$ cat config.mk
export PLATFORM = sky130hd
export DESIGN_NAME = word_tokenizer_with_comments_flat
export DESIGN_NICKNAME = d
export VERILOG_FILES = /design/src/rtl/wtok_pkg.sv /design/src/rtl/wtok_in_if.sv /design/src/rtl/wtok_out_if.sv /design/src/rtl/word_tokenizer_with_comments.sv /design/src/flat_wrapper.sv
export SDC_FILE = /design/constraint.sdc
export NUM_CORES = 1
export LEC_CHECK = 0
export BUFFER_PORTS_ARGS = -buffer_cell sky130_fd_sc_hd__buf_4
export CAP_MARGIN = 20
export CORE_ASPECT_RATIO = 2
export CORE_UTILIZATION = 30
export CTS_BUF_LIST = sky130_fd_sc_hd__clkbuf_8 sky130_fd_sc_hd__clkbuf_16
export DETAILED_ROUTE_END_ITERATION = 16
export GPL_TIMING_DRIVEN = 0
export PLACE_DENSITY = 0.56
export RECOVER_POWER = 50
export SYNTH_ARGS = -nofsm -noshare
export SYNTH_HDL_FRONTEND = slang
export SYNTH_SLANG_ARGS = --single-unit
$ cat constraint.sdc
create_clock -name i_clk -period 2.51 [get_ports i_clk]
set_input_delay 0.251 -clock i_clk [delete_from_list [all_inputs] [get_ports i_clk]]
set_output_delay 0.251 -clock i_clk [all_outputs]
set_load 0.1 [all_outputs]
$ cat src/rtl/wtok_pkg.sv
// Shared definitions for the word tokenizer: result kinds, error codes,
// character codes and the default token buffer size. No dependencies.
package wtok_pkg;

    localparam int TOKEN_BUFFER_SIZE_DEF = 64;

    localparam int BYTE_W  = 8;
    localparam int LEN_W   = 6;
    localparam int LINE_W  = 16;

    typedef enum logic [1:0] {
        KIND_CHAR = 2'd0,
        KIND_END  = 2'd1,
        KIND_ERR  = 2'd2,
        KIND_EOI  = 2'd3
    } t_kind;

    typedef enum logic [1:0] {
        ERR_NONE    = 2'd0,
        ERR_GRAMMAR = 2'd1,
        ERR_PREMAT  = 2'd2,
        ERR_OVERRUN = 2'd3
    } t_err;

    localparam logic [BYTE_W-1:0] CH_LF     = 8'd10;
    localparam logic [BYTE_W-1:0] CH_CR     = 8'd13;
    localparam logic [BYTE_W-1:0] CH_SPACE  = 8'd32;
    localparam logic [BYTE_W-1:0] CH_QUOTE  = 8'd34;
    localparam logic [BYTE_W-1:0] CH_LPAREN = 8'd40;
    localparam logic [BYTE_W-1:0] CH_RPAREN = 8'd41;
    localparam logic [BYTE_W-1:0] CH_LOW_A  = 8'd97;
    localparam logic [BYTE_W-1:0] CH_LOW_Z  = 8'd122;
    localparam logic [BYTE_W-1:0] CASE_OFS  = 8'd32;

endpackage

$ cat src/rtl/wtok_in_if.sv
// Input channel of the word tokenizer: one source byte or end mark per transfer.
// Depends on wtok_pkg for field widths.
interface wtok_in_if import wtok_pkg::*; ();
    logic              valid;
    logic              ready;
    logic [BYTE_W-1:0] in_byte;
    logic              end_of_input;

    modport source (output valid, output in_byte, output end_of_input, input ready);
    modport sink   (input valid, input in_byte, input end_of_input, output ready);
endinterface

$ cat src/rtl/wtok_out_if.sv
// Result channel of the word tokenizer: one result item per transfer.
// Depends on wtok_pkg for field types and widths.
interface wtok_out_if import wtok_pkg::*; ();
    logic              valid;
    logic              ready;
    t_kind             kind;
    logic [BYTE_W-1:0] out_byte;
    logic              is_string;
    logic [LEN_W-1:0]  token_length;
    t_err              error_code;
    logic [LINE_W-1:0] line_number;

    modport source (output valid, output kind, output out_byte, output is_string,
                    output token_length, output error_code, output line_number,
                    input ready);
    modport sink   (input valid, input kind, input out_byte, input is_string,
                    input token_length, input error_code, input line_number,
                    output ready);
endinterface

$ cat src/rtl/word_tokenizer_with_comments.sv
// Word tokenizer with quoted strings and parenthesized comments (top level).
// Each result is registered: it appears on the output register in the cycle after its input transfer.
// Throughput: one input transfer per cycle; the scan state updates in the same cycle,
// so only a stalled, full output register holds the input back.
// Reset (synchronous, active low) returns to word mode with zero counts and an empty
// output register. Depends on wtok_pkg, wtok_in_if and wtok_out_if.
module word_tokenizer_with_comments
    import wtok_pkg::*;
#(
    parameter int TOKEN_BUFFER_SIZE = TOKEN_BUFFER_SIZE_DEF
) (
    input  logic         i_clk,
    input  logic         i_rst_n,
    wtok_in_if.sink      i_in,
    wtok_out_if.source   o_out
);

    // The character counter only has to reach TOKEN_BUFFER_SIZE - 1, since a
    // character that would reach the buffer size is an overflow error instead.
    localparam int CNT_W = (TOKEN_BUFFER_SIZE > 2) ? $clog2(TOKEN_BUFFER_SIZE) : 1;
    localparam logic [CNT_W-1:0] CNT_LAST = CNT_W'(TOKEN_BUFFER_SIZE - 1);

    typedef enum logic [1:0] {
        MODE_WORD    = 2'd0,
        MODE_STRING  = 2'd1,
        MODE_COMMENT = 2'd2,
        MODE_HALTED  = 2'd3
    } t_mode;

    // Scan state.
    t_mode             r_mode,  n_mode;
    logic [CNT_W-1:0]  r_count, n_count;
    logic [LINE_W-1:0] r_line,  n_line;

    // Output register.
    logic              r_valid;
    t_kind             r_kind,   n_kind;
    logic [BYTE_W-1:0] r_byte,   n_byte;
    logic              r_str,    n_str;
    logic [LEN_W-1:0]  r_len,    n_len;
    t_err              r_err,    n_err;
    logic [LINE_W-1:0] r_lnum;

    logic              accept;
    logic              emit;
    logic [LINE_W-1:0] line_inc;
    logic [CNT_W+LEN_W-1:0] len_wide;
    logic [LEN_W-1:0]  count_len;

    // The input is taken whenever the output register is empty or drains this
    // cycle, so a waiting result blocks the next byte only while the output is stalled.
    assign i_in.ready = !r_valid || o_out.ready;
    assign accept     = i_in.valid && i_in.ready;

    // Saturating line counter increment.
    assign line_inc = (r_line == '1) ? r_line : r_line + LINE_W'(1);

    // The token length field is six bits wide whatever the counter width is.
    assign len_wide  = {{LEN_W{1'b0}}, r_count};
    assign count_len = len_wide[LEN_W-1:0];

    // One pass of the scanner over the current byte and the current mode.
    always_comb begin
        n_mode  = r_mode;
        n_count = r_count;
        n_line  = r_line;
        emit    = 1'b0;
        n_kind  = KIND_CHAR;
        n_byte  = '0;
        n_str   = 1'b0;
        n_len   = '0;
        n_err   = ERR_NONE;

        case (r_mode)
            MODE_STRING: begin
                n_str = 1'b1;
                if (i_in.end_of_input) begin
                    emit = 1'b1; n_kind = KIND_ERR; n_err = ERR_PREMAT; n_str = 1'b0;
                    n_mode = MODE_HALTED;
                end else if (i_in.in_byte == CH_LF || i_in.in_byte == CH_CR) begin
                    emit = 1'b1; n_kind = KIND_ERR; n_err = ERR_GRAMMAR; n_str = 1'b0;
                    n_mode = MODE_HALTED;
                end else if (i_in.in_byte == CH_QUOTE) begin
                    // Closing quote ends the string token, even an empty one.
                    emit = 1'b1; n_kind = KIND_END; n_len = count_len;
                    n_count = '0;
                    n_mode  = MODE_WORD;
                end else if (r_count >= CNT_LAST) begin
                    emit = 1'b1; n_kind = KIND_ERR; n_err = ERR_OVERRUN; n_str = 1'b0;
                    n_mode = MODE_HALTED;
                end else begin
                    // String bytes pass through without case change.
                    emit = 1'b1; n_kind = KIND_CHAR; n_byte = i_in.in_byte;
                    n_count = r_count + CNT_W'(1);
                end
            end
            MODE_COMMENT: begin
                // Comments produce nothing except errors.
                if (i_in.end_of_input) begin
                    emit = 1'b1; n_kind = KIND_ERR; n_err = ERR_PREMAT;
                    n_mode = MODE_HALTED;
                end else if (i_in.in_byte == CH_LPAREN) begin
                    emit = 1'b1; n_kind = KIND_ERR; n_err = ERR_GRAMMAR;
                    n_mode = MODE_HALTED;
                end else if (i_in.in_byte == CH_LF) begin
                    n_line = line_inc;
                end else if (i_in.in_byte == CH_RPAREN) begin
                    n_mode = MODE_WORD;
                end
            end
            MODE_WORD: begin
                if (i_in.end_of_input) begin
                    // End of input flushes the pending word length and stays in word mode.
                    emit = 1'b1; n_kind = KIND_EOI; n_len = count_len;
                    n_count = '0;
                end else if (i_in.in_byte == CH_LF || i_in.in_byte == CH_SPACE) begin
                    if (i_in.in_byte == CH_LF) begin
                        n_line = line_inc;
                    end
                    if (r_count != '0) begin
                        emit = 1'b1; n_kind = KIND_END; n_len = count_len;
                        n_count = '0;
                    end
                end else if (i_in.in_byte == CH_CR) begin
                    n_mode = MODE_WORD;
                end else if (i_in.in_byte == CH_QUOTE) begin
                    // A quote is only legal at the start of a token.
                    if (r_count != '0) begin
                        emit = 1'b1; n_kind = KIND_ERR; n_err = ERR_GRAMMAR;
                        n_mode = MODE_HALTED;
                    end else begin
                        n_mode = MODE_STRING;
                    end
                end else if (i_in.in_byte == CH_LPAREN) begin
                    n_mode = MODE_COMMENT;
                end else if (i_in.in_byte == CH_RPAREN) begin
                    emit = 1'b1; n_kind = KIND_ERR; n_err = ERR_GRAMMAR;
                    n_mode = MODE_HALTED;
                end else if (r_count >= CNT_LAST) begin
                    emit = 1'b1; n_kind = KIND_ERR; n_err = ERR_OVERRUN;
                    n_mode = MODE_HALTED;
                end else begin
                    // Word characters are upper-cased, ASCII letters only.
                    emit = 1'b1; n_kind = KIND_CHAR;
                    n_count = r_count + CNT_W'(1);
                    if (i_in.in_byte >= CH_LOW_A && i_in.in_byte <= CH_LOW_Z) begin
                        n_byte = i_in.in_byte - CASE_OFS;
                    end else begin
                        n_byte = i_in.in_byte;
                    end
                end
            end
            default: begin
                // Halted: every byte is swallowed until reset.
                n_mode = MODE_HALTED;
            end
        endcase
    end

    // Scan state advances only on an input transfer.
    always_ff @(posedge i_clk) begin
        if (!i_rst_n) begin
            r_mode  <= MODE_WORD;
            r_count <= '0;
            r_line  <= '0;
        end else if (accept) begin
            r_mode  <= n_mode;
            r_count <= n_count;
            r_line  <= n_line;
        end
    end

    // Output register: reloads whenever it is empty or its result is taken.
    always_ff @(posedge i_clk) begin
        if (!i_rst_n) begin
            r_valid <= 1'b0;
        end else if (i_in.ready) begin
            r_valid <= accept && emit;
        end
    end

    always_ff @(posedge i_clk) begin
        if (accept && emit) begin
            r_kind <= n_kind;
            r_byte <= n_byte;
            r_str  <= n_str;
            r_len  <= n_len;
            r_err  <= n_err;
            r_lnum <= n_line;
        end
    end

    assign o_out.valid        = r_valid;
    assign o_out.kind         = r_kind;
    assign o_out.out_byte     = r_byte;
    assign o_out.is_string    = r_str;
    assign o_out.token_length = r_len;
    assign o_out.error_code   = r_err;
    assign o_out.line_number  = r_lnum;

endmodule

$ cat src/flat_wrapper.sv
// flat-port wrapper written by rule: the top's interface ports become plain ports
module word_tokenizer_with_comments_flat import wtok_pkg::*;
#(
    parameter int TOKEN_BUFFER_SIZE = TOKEN_BUFFER_SIZE_DEF
)
  (i_clk, i_rst_n, i_in_valid, i_in_in_byte, i_in_end_of_input, i_in_ready, o_out_valid, o_out_kind, o_out_out_byte, o_out_is_string, o_out_token_length, o_out_error_code, o_out_line_number, o_out_ready);
  wtok_in_if i_in_i ();
  wtok_out_if o_out_i ();
  input  logic i_clk;
  input  logic i_rst_n;
  input wire logic [$bits(i_in_i.valid)-1:0] i_in_valid;
  input wire logic [$bits(i_in_i.in_byte)-1:0] i_in_in_byte;
  input wire logic [$bits(i_in_i.end_of_input)-1:0] i_in_end_of_input;
  output wire logic [$bits(i_in_i.ready)-1:0] i_in_ready;
  output wire logic [$bits(o_out_i.valid)-1:0] o_out_valid;
  output wire logic [$bits(o_out_i.kind)-1:0] o_out_kind;
  output wire logic [$bits(o_out_i.out_byte)-1:0] o_out_out_byte;
  output wire logic [$bits(o_out_i.is_string)-1:0] o_out_is_string;
  output wire logic [$bits(o_out_i.token_length)-1:0] o_out_token_length;
  output wire logic [$bits(o_out_i.error_code)-1:0] o_out_error_code;
  output wire logic [$bits(o_out_i.line_number)-1:0] o_out_line_number;
  input wire logic [$bits(o_out_i.ready)-1:0] o_out_ready;
  assign i_in_i.valid = i_in_valid;
  assign i_in_i.in_byte = i_in_in_byte;
  assign i_in_i.end_of_input = i_in_end_of_input;
  assign i_in_ready = i_in_i.ready;
  assign o_out_valid = o_out_i.valid;
  assign o_out_kind = o_out_i.kind;
  assign o_out_out_byte = o_out_i.out_byte;
  assign o_out_is_string = o_out_i.is_string;
  assign o_out_token_length = o_out_i.token_length;
  assign o_out_error_code = o_out_i.error_code;
  assign o_out_line_number = o_out_i.line_number;
  assign o_out_i.ready = o_out_ready;
  word_tokenizer_with_comments #(.TOKEN_BUFFER_SIZE(TOKEN_BUFFER_SIZE)) u_core (.i_clk(i_clk), .i_rst_n(i_rst_n), .i_in(i_in_i), .o_out(o_out_i));
endmodule
==> results.md, run 1 <==
Logic synthesis
• **number of synthesized flops with an enable pin** 35
• **adder-cell share of the synthesized area** 1.74%
• **fraction of the mapped netlist area in compound gates** 21.5%
• **synthesized area** 3600 µm²
• **area fraction of the dominant cell type after synthesis** 29.2%
• **unique cell type count in the Yosys netlist** 68
• **synthesized netlist net count** 398
• **average cell area after synthesis** 9.48 µm²
• **simple-gate portion of the synthesized area** 25.7%
• **synth warn** 0
• **Synth Area in XOR/XNOR** 2.68%
• **leading area contributor after synthesis** sky130_fd_sc_hd__edfxtp_1
• **Syn Inst Count** 380
• **multiplexer share of the synthesized area** 1.49%
• **proportion of synthesized chip area in sequential cells** 43.1%
• **FF+latch count, synth** 60
• **Synth Flop Type** sky130_fd_sc_hd__edfxtp_1
• **largest cells by area after synthesis** sky130_fd_sc_hd__edfxtp_1 (29%), sky130_fd_sc_hd__dfxtp_1 (14%), sky130_fd_sc_hd__nand2_1 (3.5%), sky130_fd_sc_hd__a21oi_1 (3.5%), sky130_fd_sc_hd__o21ai_0 (2.2%)
• **fraction of registers with async set or reset after synthesis** 0%
• **largest family of logic cells by synthesized area** simple AND/OR/NAND/NOR gates

Place
• **weighted congestion reported at the end of routability-driven placement** 0.932
• **count of input and output buffers** 48
• **hpwl dp** 8.45 mm

Routing
• **drt drc** 0
• **routed via count** 3365
• **wire length reported by the detailed router** 11.2 mm
• **post-detailed-route via-to-cell ratio** 5.68
• **ANT nets after route** 0
• **WL per Instance** 18.9 µm
• **Starting DRT DRC Count** 186
• **1st-pass router iterations** 5

Global routing
• **global-route wire length before repair** 17.2 mm
• **number of global-route vias before repair** 3329
• **antenna violations before repair** 0
• **largest net degree at the start of global routing** 19
• **overall global routing resource usage** 18.7%
• **total congestion overflow** 0

Floorplanning
• **die boundary width** 79.5 µm
• **die area** 12500 µm²
• **initial core utilization** 30.8%
• **number of I/O pins** 50
• **die boundary height** 157 µm
• **cell row count** 56
• **core area** 11700 µm²

Cells and area
• **area delta synth->final** 21.0%
• **most frequent cells in the layout** sky130_fd_sc_hd__clkbuf_1 (49), sky130_fd_sc_hd__edfxtp_1 (35), sky130_fd_sc_hd__nand2_1 (33)
• **fraction of layout cells with a size suffix above 1** 13.4%
• **post-layout util** 37.2%
• **antenna diode count** 0
• **leading cell type in the layout, fill and taps excluded** sky130_fd_sc_hd__clkbuf_1
• **count of nets after finishing** 460

Clock tree
• **insertion delay of the later-clocked pin in the worst-skew pair** 0.33 ns
• **H-tree depth** 3
• **clock sink total** 60
• **number of buffers inserted by hold repair at cts** 0
• **CTS tree** yes
• **buffer levels on the longest clock path** 2
• **cell at the root of the clock tree** sky130_fd_sc_hd__clkbuf_16
• **total CTS buffers** 9
• **clock transition time at the flip-flop clock pins of the worst setup and hold paths** 0.05 ns

Timing
• **Clock Skew** 0.00614 ns
• **pins over their slew limit** 0
• **Min Clock Period, post-route** 2.39 ns
• **final number of hold-violating endpoints** 0
• **setup tns final** 0 ns
• **count of final setup violators** 0
• **transition time of the tightest slew-check pin** 1.18 ns
• **final worst hold slack** 0.267 ns
• **unrepaired setup endpoints after global routing** false
• **max-slew headroom at the worst pin** 21.9%
• **final clock period utilization by the worst path** 95.3%
• **f_max** 0.418 GHz

Power and ir drop
• **pwr/cell area** 779 nW/µm²
• **maximum VDD drop** 0.327 mV
• **Total Power** 0.00339 W
• **static leakage** 1.54 nW

Critical path
• **Critical Path End Type** flip-flop
• **worst setup path category** reg2reg
• **peak fanout along the critical path** 9
• **Req. time, crit path** 2.70 ns
• **Arrival @ worst endpoint** 2.59 ns
• **CP startpoint kind** flip-flop

Run status
• **result of the run** complete, no violations

Min path
• **class of the worst hold path** in2reg

Run
• **maxcap violations** 0

-- kinds of logic after synthesis --
family | Yosys count
xor+xnor | 11
flops | 60
compound gates | 110
fa+ha+maj | 5
simple gates | 156
buf+inv | 33
mux | 5
-- report_power, final --
group / internal [W] / switching [W] / total, W
clock network: 0.000777 / 0.000443 / 0.00122
logic: 0.000149 / 0.000850 / 0.00100
registers: 0.00115 / 0.0000275 / 0.00117
total: 0.00207 / 0.00132 / 0.00339
-- Yosys cell counts, types with 5 or more instances --
cell type / n
sky130_fd_sc_hd__edfxtp_1: 35
sky130_fd_sc_hd__nand2_1: 34
sky130_fd_sc_hd__a21oi_1: 25
sky130_fd_sc_hd__dfxtp_1: 25
sky130_fd_sc_hd__nor2_1: 18
sky130_fd_sc_hd__o21ai_0: 16
sky130_fd_sc_hd__clkbuf_1: 14
sky130_fd_sc_hd__and2_1: 12
sky130_fd_sc_hd__inv_1: 12
sky130_fd_sc_hd__nand3_1: 12
sky130_fd_sc_hd__nor3_1: 12
sky130_fd_sc_hd__nand4_1: 11
sky130_fd_sc_hd__a211oi_1: 10
sky130_fd_sc_hd__o31ai_1: 9
sky130_fd_sc_hd__and3_1: 7
sky130_fd_sc_hd__o22ai_1: 7
sky130_fd_sc_hd__or4_1: 7
sky130_fd_sc_hd__xor2_1: 7
sky130_fd_sc_hd__a31oi_1: 6
sky130_fd_sc_hd__buf_2: 6
sky130_fd_sc_hd__o211ai_1: 6
sky130_fd_sc_hd__ha_1: 5
sky130_fd_sc_hd__or3_1: 5
-- layer usage --
layer / track usage, % / wire, µm / part of all wire [%] / up-vias
met5: 0 / 0 / 0 / -
met4: 11.6 / 496 / 4.4 / 0
met3: 3.30 / 379 / 3.4 / 32
met2: 37.5 / 6640 / 59 / 97
met1: 16.0 / 3660 / 33 / 1623
li1: - / - / - / 1613
-- registers in the layout, summed over array words and instances (netlist names) --
signal,flops
u_core.o_out.out_byte,8
u_core.o_out.is_string,1
u_core.o_out.kind,2
u_core.o_out.valid,1
u_core.o_out.line_number,16
u_core.o_out.error_code,2
u_core.r_line,16
u_core.count_len,6
u_core.r_mode,2
u_core.o_out.token_length,6
-- layout make-up --
cell class              instances  area (µm²)
multi-input cells             288        1930
flip-flops and latches         60        1560
fillers                      1187        7350
plain buffers                  21        96.3
repair buffers                 50         249
well taps                     145         181
clock inverters                 5        23.8
clock buffers                  11         275
inverters                      12        45.0
-- critical path: stages, from the launching register on --
cell and delay, ns:
sky130_fd_sc_hd__dfxtp_1 0.34, sky130_fd_sc_hd__ha_1 0.27, sky130_fd_sc_hd__and4_1 0.33, sky130_fd_sc_hd__and2_1 0.20
sky130_fd_sc_hd__clkbuf_1 0.25, sky130_fd_sc_hd__or3b_2 0.52, sky130_fd_sc_hd__a211oi_1 0.23, sky130_fd_sc_hd__o22ai_1 0.11
-- final timing paths --
path | from | endpoint | slack (ns) | cells after the start
worst max-delay path | u_core.count_len[0] | u_core.count_len[3] | 0.12 | 7
worst min-delay path | o_out_ready | u_core.o_out.valid | 0.27 | 3
worst max register to register | u_core.count_len[0] | u_core.count_len[3] | 0.12 | 7
worst min register to register | u_core.r_line[1] | u_core.r_line[1] | 0.52 | 2
-- metrics by stage --
stage               std cells  instance area [µm²]  setup WS [ns]
global placement          573                 4160         -0.450
global route              592                 4360         0.0266
detailed placement        573                 4160         -0.475
finish                    592                 4360          0.117
CTS                       592                 4500          0.140
floorplan                 380                 3610         0.0832
-- repair_timing --
action	CTS	global route
gates resized for setup	4	1
pin swaps	2	0
cloned	1	0
endpoints found under the setup margin	35	1
buffers inserted	2	0
Power figures use the tool's default switching activity.
==> run 2, diff against run 1 <==
Settings changed: ABC_AREA from default to 1, CTS_BUF_LIST sky130_fd_sc_hd__clkbuf_8 sky130_fd_sc_hd__clkbuf_16 to sky130_fd_sc_hd__clkbuf_2.
==> results.md, run 2 <==
Floorplanning
• **number of I/O pins** 50
• **die boundary height** 161 µm
• **die boundary width** 81.4 µm
• **initial core utilization** 31.0%
• **core area** 12200 µm²
• **cell row count** 57
• **die area** 13100 µm²

Timing
• **unrepaired setup endpoints after global routing** false
• **f_max** 0.447 GHz
• **final worst hold slack** 0.0397 ns
• **final clock period utilization by the worst path** 89.2%
• **setup tns final** 0 ns
• **count of final setup violators** 0
• **final number of hold-violating endpoints** 0
• **pins over their slew limit** 0
• **max-slew headroom at the worst pin** 21.7%
• **Clock Skew** 0.0180 ns
• **Min Clock Period, post-route** 2.24 ns
• **transition time of the tightest slew-check pin** 1.18 ns

Routing
• **drt drc** 0
• **Starting DRT DRC Count** 248
• **post-detailed-route via-to-cell ratio** 4.99
• **routed via count** 3806
• **1st-pass router iterations** 5
• **wire length reported by the detailed router** 11.6 mm
• **ANT nets after route** 0
• **WL per Instance** 15.3 µm

Power and ir drop
• **sequential share of power** 41.7%
• **net switching component of the power** 0.00137 W
• **pwr/cell area** 682 nW/µm²
• **switching share of total power** 46.4%
• **combinational share of power** 37.9%
• **cell internal power dissipation** 0.00159 W
• **maximum VDD drop** 0.260 mV
• **share of power burned in the clock network** 20.4%
• **Total Power** 0.00296 W
• **static leakage** 1.95 nW

Min path
• **hold path startpoint** i_in_in_byte[6]
• **class of the worst hold path** in2reg
• **hold path endpoint** u_core.o_out.out_byte[6]
• **number of instances on the worst hold path** 3

Place
• **weighted congestion reported at the end of routability-driven placement** 0.948
• **count of input and output buffers** 49
• **hpwl dp** 8.98 mm

Critical path
• **depth of the worst register-to-register path** 9
• **peak fanout along the critical path** 18
• **Critical Path End Type** flip-flop
• **critical register-to-register path endpoint** u_core.o_out.out_byte[4]
• **worst setup path category** reg2reg
• **CP startpoint kind** flip-flop
• **Req. time, crit path** 2.81 ns
• **Arrival @ worst endpoint** 2.54 ns
• **worst r2r src** u_core.r_mode[1]
• **Worst R2R Setup Slack** 0.27 ns

Cells and area
• **area delta synth->final** 15.0%
• **leading cell type in the layout, fill and taps excluded** sky130_fd_sc_hd__nand2_1
• **fraction of layout cells with a size suffix above 1** 9.77%
• **count of nets after finishing** 627
• **most frequent cells in the layout** sky130_fd_sc_hd__nand2_1 (133), sky130_fd_sc_hd__inv_1 (80), sky130_fd_sc_hd__nor2_1 (69)
• **number of inserted filler cells in the final layout** 1322

Logic synthesis
• **number of synthesized flops with an enable pin** 35
• **synthesized netlist net count** 562
• **dominant cell by count in the synthesized netlist** sky130_fd_sc_hd__nand2_1
• **synth warn** 0
• **largest cells by area after synthesis** sky130_fd_sc_hd__edfxtp_1 (28%), sky130_fd_sc_hd__dfxtp_1 (13%), sky130_fd_sc_hd__nand2_1 (13%), sky130_fd_sc_hd__inv_1 (7.9%), sky130_fd_sc_hd__nor2_1 (6.8%)
• **fraction of registers with async set or reset after synthesis** 0%
• **synthesized area** 3780 µm²
• **Synth Flop Type** sky130_fd_sc_hd__edfxtp_1
• **Syn Inst Count** 544
• **FF+latch count, synth** 60
• **leading area contributor after synthesis** sky130_fd_sc_hd__edfxtp_1
• **average cell area after synthesis** 6.95 µm²
• **unique cell type count in the Yosys netlist** 35
• **most numerous cell types in the synthesized netlist** sky130_fd_sc_hd__nand2_1 (131), sky130_fd_sc_hd__inv_1 (80), sky130_fd_sc_hd__nor2_1 (68)
• **proportion of synthesized chip area in sequential cells** 41.0%
• **area fraction of the dominant cell type after synthesis** 27.8%

Clock tree
• **clock transition time at the flip-flop clock pins of the worst setup and hold paths** 0.16 ns
• **cell at the root of the clock tree** sky130_fd_sc_hd__clkbuf_2
• **clock sink total** 60
• **total CTS buffers** 9
• **H-tree depth** 3
• **buffer levels on the longest clock path** 2
• **CTS tree** yes
• **insertion delay of the later-clocked pin in the worst-skew pair** 0.53 ns

Global routing
• **largest net degree at the start of global routing** 19
• **global-route wire length before repair** 18.2 mm
• **number of global-route vias before repair** 3736
• **overall global routing resource usage** 18.9%
• **antenna violations before repair** 1
• **total congestion overflow** 0

Run
• **maxcap violations** 0

Run status
• **result of the run** complete, no violations

run 2: cells by family after synthesis:
kind of cell    after synthesis  share of synthesized area [%]
xor+xnor                      4                          0.926
simple gates                291                           34.1
flops                        60                           41.0
fa+ha+maj                     5                           1.65
buf+inv                      97                           10.2
compound gates               87                           12.2
run 2: power by group through the flow:
stage / Combinational (W) / Sequential, W / Clock (W)
after global routing: 0.00120 / 0.00125 / 0.000665
final: 0.00112 / 0.00123 / 0.000604
after detailed placement: 0.00117 / 0.00126 / 0
after CTS: 0.00118 / 0.00124 / 0.000623
after floorplan: 0.000370 / 0.00178 / 0
after global placement: 0.00116 / 0.00126 / 0
run 2: how the worst max path moves through the flow:
stage	start	to	slack, ns	cells after the start
2_1_floorplan	u_core.o_out.valid	u_core.o_out.error_code[0]	0.20	5
3_3_place_gp	i_in_in_byte[5]	u_core.o_out.line_number[12]	-0.22	13
3_5_place_dp	i_in_in_byte[5]	u_core.o_out.line_number[14]	-0.28	13
4_1_cts	u_core.r_mode[1]	u_core.o_out.line_number[4]	0.06	7
5_1_grt	u_core.r_line[0]	u_core.o_out.line_number[2]	0.10	12
6_report	u_core.r_mode[1]	u_core.o_out.out_byte[4]	0.27	9
run 2: layer usage:
metal	up-vias	GRT usage (%)	wire length [µm]
met5	-	0	0
met4	0	13.6	842
met3	51	3.69	454
met2	130	36.0	6510
met1	1712	16.4	3820
li1	1913	-	-
run 2: final cells by class:
class,instances,area (µm²),area share [%]
well taps,147,184,4.23
multi-input cells,387,1830,42.2
diodes,1,2.50,0.0576
clock inverters,6,55.1,1.27
clock buffers,10,50.0,1.15
repair inverters,1,7.51,0.173
inverters,87,337,7.74
flip-flops and latches,60,1550,35.7
plain buffers,10,51.3,1.18
repair buffers,53,274,6.30
run 2: timing repair:
action	CTS	global route
hold buffers	1	0
gates resized for setup	1	0
endpoints found under the hold margin	1	0
pin swaps	0	0
cloned	1	0
endpoints found under the setup margin	35	35
buffers inserted	0	3
run 2: stage by stage:
step	util (%)	instance area, µm²	cells	setup slack, ns
detailed placement	35.6	4350	740	-0.281
CTS	36.6	4470	758	0.0620
global route	35.6	4350	762	0.105
finish	35.6	4350	762	0.272
global placement	35.6	4350	740	-0.219
floorplan	-	3790	544	0.199
run 2: critical path, stage by stage (launching register included):
cell and delay [ns]:
sky130_fd_sc_hd__dfxtp_1 0.42, sky130_fd_sc_hd__nor2_2 0.29, sky130_fd_sc_hd__inv_1 0.28, sky130_fd_sc_hd__nor2_4 0.24, sky130_fd_sc_hd__inv_1 0.08, sky130_fd_sc_hd__nand2_1 0.07, sky130_fd_sc_hd__nand2_1 0.05, sky130_fd_sc_hd__nand2_1 0.22
sky130_fd_sc_hd__clkinvlp_4 0.17, sky130_fd_sc_hd__buf_12 0.17
==> run 3, diff against run 2 <==
Settings changed: CORE_UTILIZATION 30 to 60, PLACE_DENSITY 0.56 to 0.89, SETUP_SLACK_MARGIN from default to 0.3.
Clock period 2.51 ns to 2.1 ns, I/O delays scaled along.
==> results.md, run 3 (synthesized netlist as in run 2, its figures left out) <==
Power and ir drop
• **sequential share of power** 39.8%
• **switching share of total power** 45.8%
• **share of power burned in the clock network** 19.1%
• **net switching component of the power** 0.00171 W
• **maximum VDD drop** 0.639 mV
• **pwr/cell area** 774 nW/µm²
• **static leakage** 2.28 nW
• **cell internal power dissipation** 0.00203 W
• **combinational share of power** 41.1%

Min path
• **class of the worst hold path** in2reg

Floorplanning
• **die area** 6640 µm²
• **core area** 6060 µm²
• **die boundary width** 58.1 µm
• **number of I/O pins** 50
• **initial core utilization** 62.4%
• **die boundary height** 114 µm
• **cell row count** 40

Run status
• **result of the run** complete, no violations

Place
• **weighted congestion reported at the end of routability-driven placement** 1.01
• **Cell Area, Placed** 4330 µm²
• **hpwl dp** 8.58 mm
• **count of input and output buffers** 49
• **DP Cell Count** 677

Routing
• **1st-pass router iterations** 7
• **Starting DRT DRC Count** 473
• **wire length reported by the detailed router** 12.5 mm
• **WL per Instance** 17.2 µm
• **drt drc** 0
• **post-detailed-route via-to-cell ratio** 5.82
• **ANT nets after route** 0
• **routed via count** 4212

Critical path
• **worst setup path category** reg2reg
• **delay of the slowest critical-path stage** 0.44 ns
• **sum of buffers and inverters on the critical path** 3
• **CP startpoint kind** flip-flop
• **Crit-path slowest cell** sky130_fd_sc_hd__dfxtp_1
• **gate family responsible for the most delay along the worst path** flip-flops
• **Req. time, crit path** 2.32 ns
• **Arrival @ worst endpoint** 2.16 ns
• **peak fanout along the critical path** 11
• **CP Cell Sequence** inv_1 > ha_2 > nand3_4 > o21ai_2 > o21ai_1 > nand2_1 > nand2_2 > nand2_4 > clkinvlp_4 > buf_8
• **Critical Path End Type** flip-flop

Cells and area
• **area delta synth->final** 27.9%
• **Layout Cell Area excl Fill** 4840 µm²
• **most frequent cells in the layout** sky130_fd_sc_hd__nand2_1 (118), sky130_fd_sc_hd__inv_1 (70), sky130_fd_sc_hd__nor2_1 (55)
• **antenna diode count** 0
• **leading cell type in the layout, fill and taps excluded** sky130_fd_sc_hd__nand2_1
• **number of inserted filler cells in the final layout** 463
• **post-layout instance count excluding filler cells** 724
• **count of nets after finishing** 653
• **fraction of layout cells with a size suffix above 1** 30.6%
• **post-layout util** 79.9%

Run
• **maxcap violations** 0

Global routing
• **largest net degree at the start of global routing** 12
• **overall global routing resource usage** 38.6%
• **antenna violations before repair** 0
• **global-route wire length before repair** 18.8 mm
• **total congestion overflow** 0
• **number of global-route vias before repair** 4083

Clock tree
• **cell at the root of the clock tree** sky130_fd_sc_hd__clkbuf_2
• **buffer levels on the longest clock path** 2
• **clock transition time at the flip-flop clock pins of the worst setup and hold paths** 0.18 ns
• **number of buffers inserted by hold repair at cts** 0
• **CTS tree** yes
• **total CTS buffers** 9
• **clock sink total** 60
• **H-tree depth** 3
• **insertion delay of the later-clocked pin in the worst-skew pair** 0.51 ns

Timing
• **max-slew headroom at the worst pin** 55.6%
• **transition time of the tightest slew-check pin** 0.666 ns
• **count of final setup violators** 0
• **final worst hold slack** 0.0481 ns
• **unrepaired setup endpoints after global routing** true
• **final clock period utilization by the worst path** 92.2%
• **Min Clock Period, post-route** 1.94 ns
• **f_max** 0.516 GHz
• **Clock Skew** 0.0320 ns
• **pins over their slew limit** 0
• **final number of hold-violating endpoints** 0

## run 3: cell count changes in the layout (fill, tap and decap cells not counted), moves of 7 or more
cell | before | now
sky130_fd_sc_hd__buf_4 | 15 | 36
sky130_fd_sc_hd__clkbuf_1 | 43 | 4
sky130_fd_sc_hd__clkbuf_2 | 10 | 49
sky130_fd_sc_hd__dfxtp_1 | 24 | 9
sky130_fd_sc_hd__dfxtp_2 | 1 | 11
sky130_fd_sc_hd__inv_1 | 80 | 70
sky130_fd_sc_hd__nand2_1 | 133 | 118
sky130_fd_sc_hd__nand2_2 | 5 | 13
sky130_fd_sc_hd__nor2_1 | 69 | 55
sky130_fd_sc_hd__nor2_2 | 5 | 12
sky130_fd_sc_hd__nor2_4 | 2 | 9
sky130_fd_sc_hd__o21ai_0 | 38 | 29
sky130_fd_sc_hd__o21ai_1 | 10 | 17
## run 3: power by group through the flow
stage | registers, W | logic (W) | clock network (W)
2_1_floorplan | 0.00213 | 0.000457 | 0
3_3_place_gp | 0.00151 | 0.00137 | 0
3_5_place_dp | 0.00151 | 0.00139 | 0
4_1_cts | 0.00148 | 0.00149 | 0.000725
5_1_grt | 0.00150 | 0.00162 | 0.000777
6_report | 0.00149 | 0.00154 | 0.000715
## run 3: path summary, 6_finish.rpt
| check | start | endpoint | slack, ns | cells after the start |
|---|---|---|---|---|
| hold reg to reg | u_core.count_len[3] | u_core.count_len[3] | 0.54 | 2 |
| setup / recovery | u_core.count_len[0] | u_core.o_out.line_number[7] | 0.16 | 10 |
| hold / removal | o_out_ready | u_core.o_out.valid | 0.05 | 4 |
| setup reg to reg | u_core.count_len[0] | u_core.o_out.line_number[7] | 0.16 | 10 |
## run 3: metal layers
layer	up-vias	share of wire [%]	GRT usage (%)
met5	-	0	0
met4	0	8.6	32.9
met3	98	5.5	6.44
met2	235	55	71.6
met1	1916	31	33.9
li1	1963	-	-
## run 3: layout make-up
cell class                      instances  area, µm²  area share (%)
Tap cell                               84        105            2.17
Inverter                               87        350            7.24
Sequential cell                        60       1580            32.8
Clock buffer                           11       55.1            1.14
Clock inverter                          5       52.6            1.09
Timing Repair inverter                  1       7.51           0.155
Multi-Input combinational cell        387       2110            43.5
Buffer                                 10       56.3            1.16
Timing Repair Buffer                   79        519            10.7
## run 3: stage by stage
step           worst slack [ns]  TNS (ns)  power, W
6_report                  0.163         0   0.00374
5_1_grt                  0.0656         0   0.00390
4_1_cts                   0.293         0   0.00370
3_5_place_dp             -0.507    -17.63   0.00290
3_3_place_gp             -0.423    -14.66   0.00288
2_1_floorplan             0.205         0   0.00258
## run 3: timing repair
action,CTS,global route
setup buffers,19,11
cloned,1,0
endpoints found under the setup margin,77,82
pin swaps,10,23
gates resized for setup,37,62
## run 3: worst min-delay path: cells and delay by family
family,cells,cell delay [ns]
AOI/OAI and AO/OA,1,0.06
buffers and inverters,2,0.16
and+or+nand+nor,1,0.10
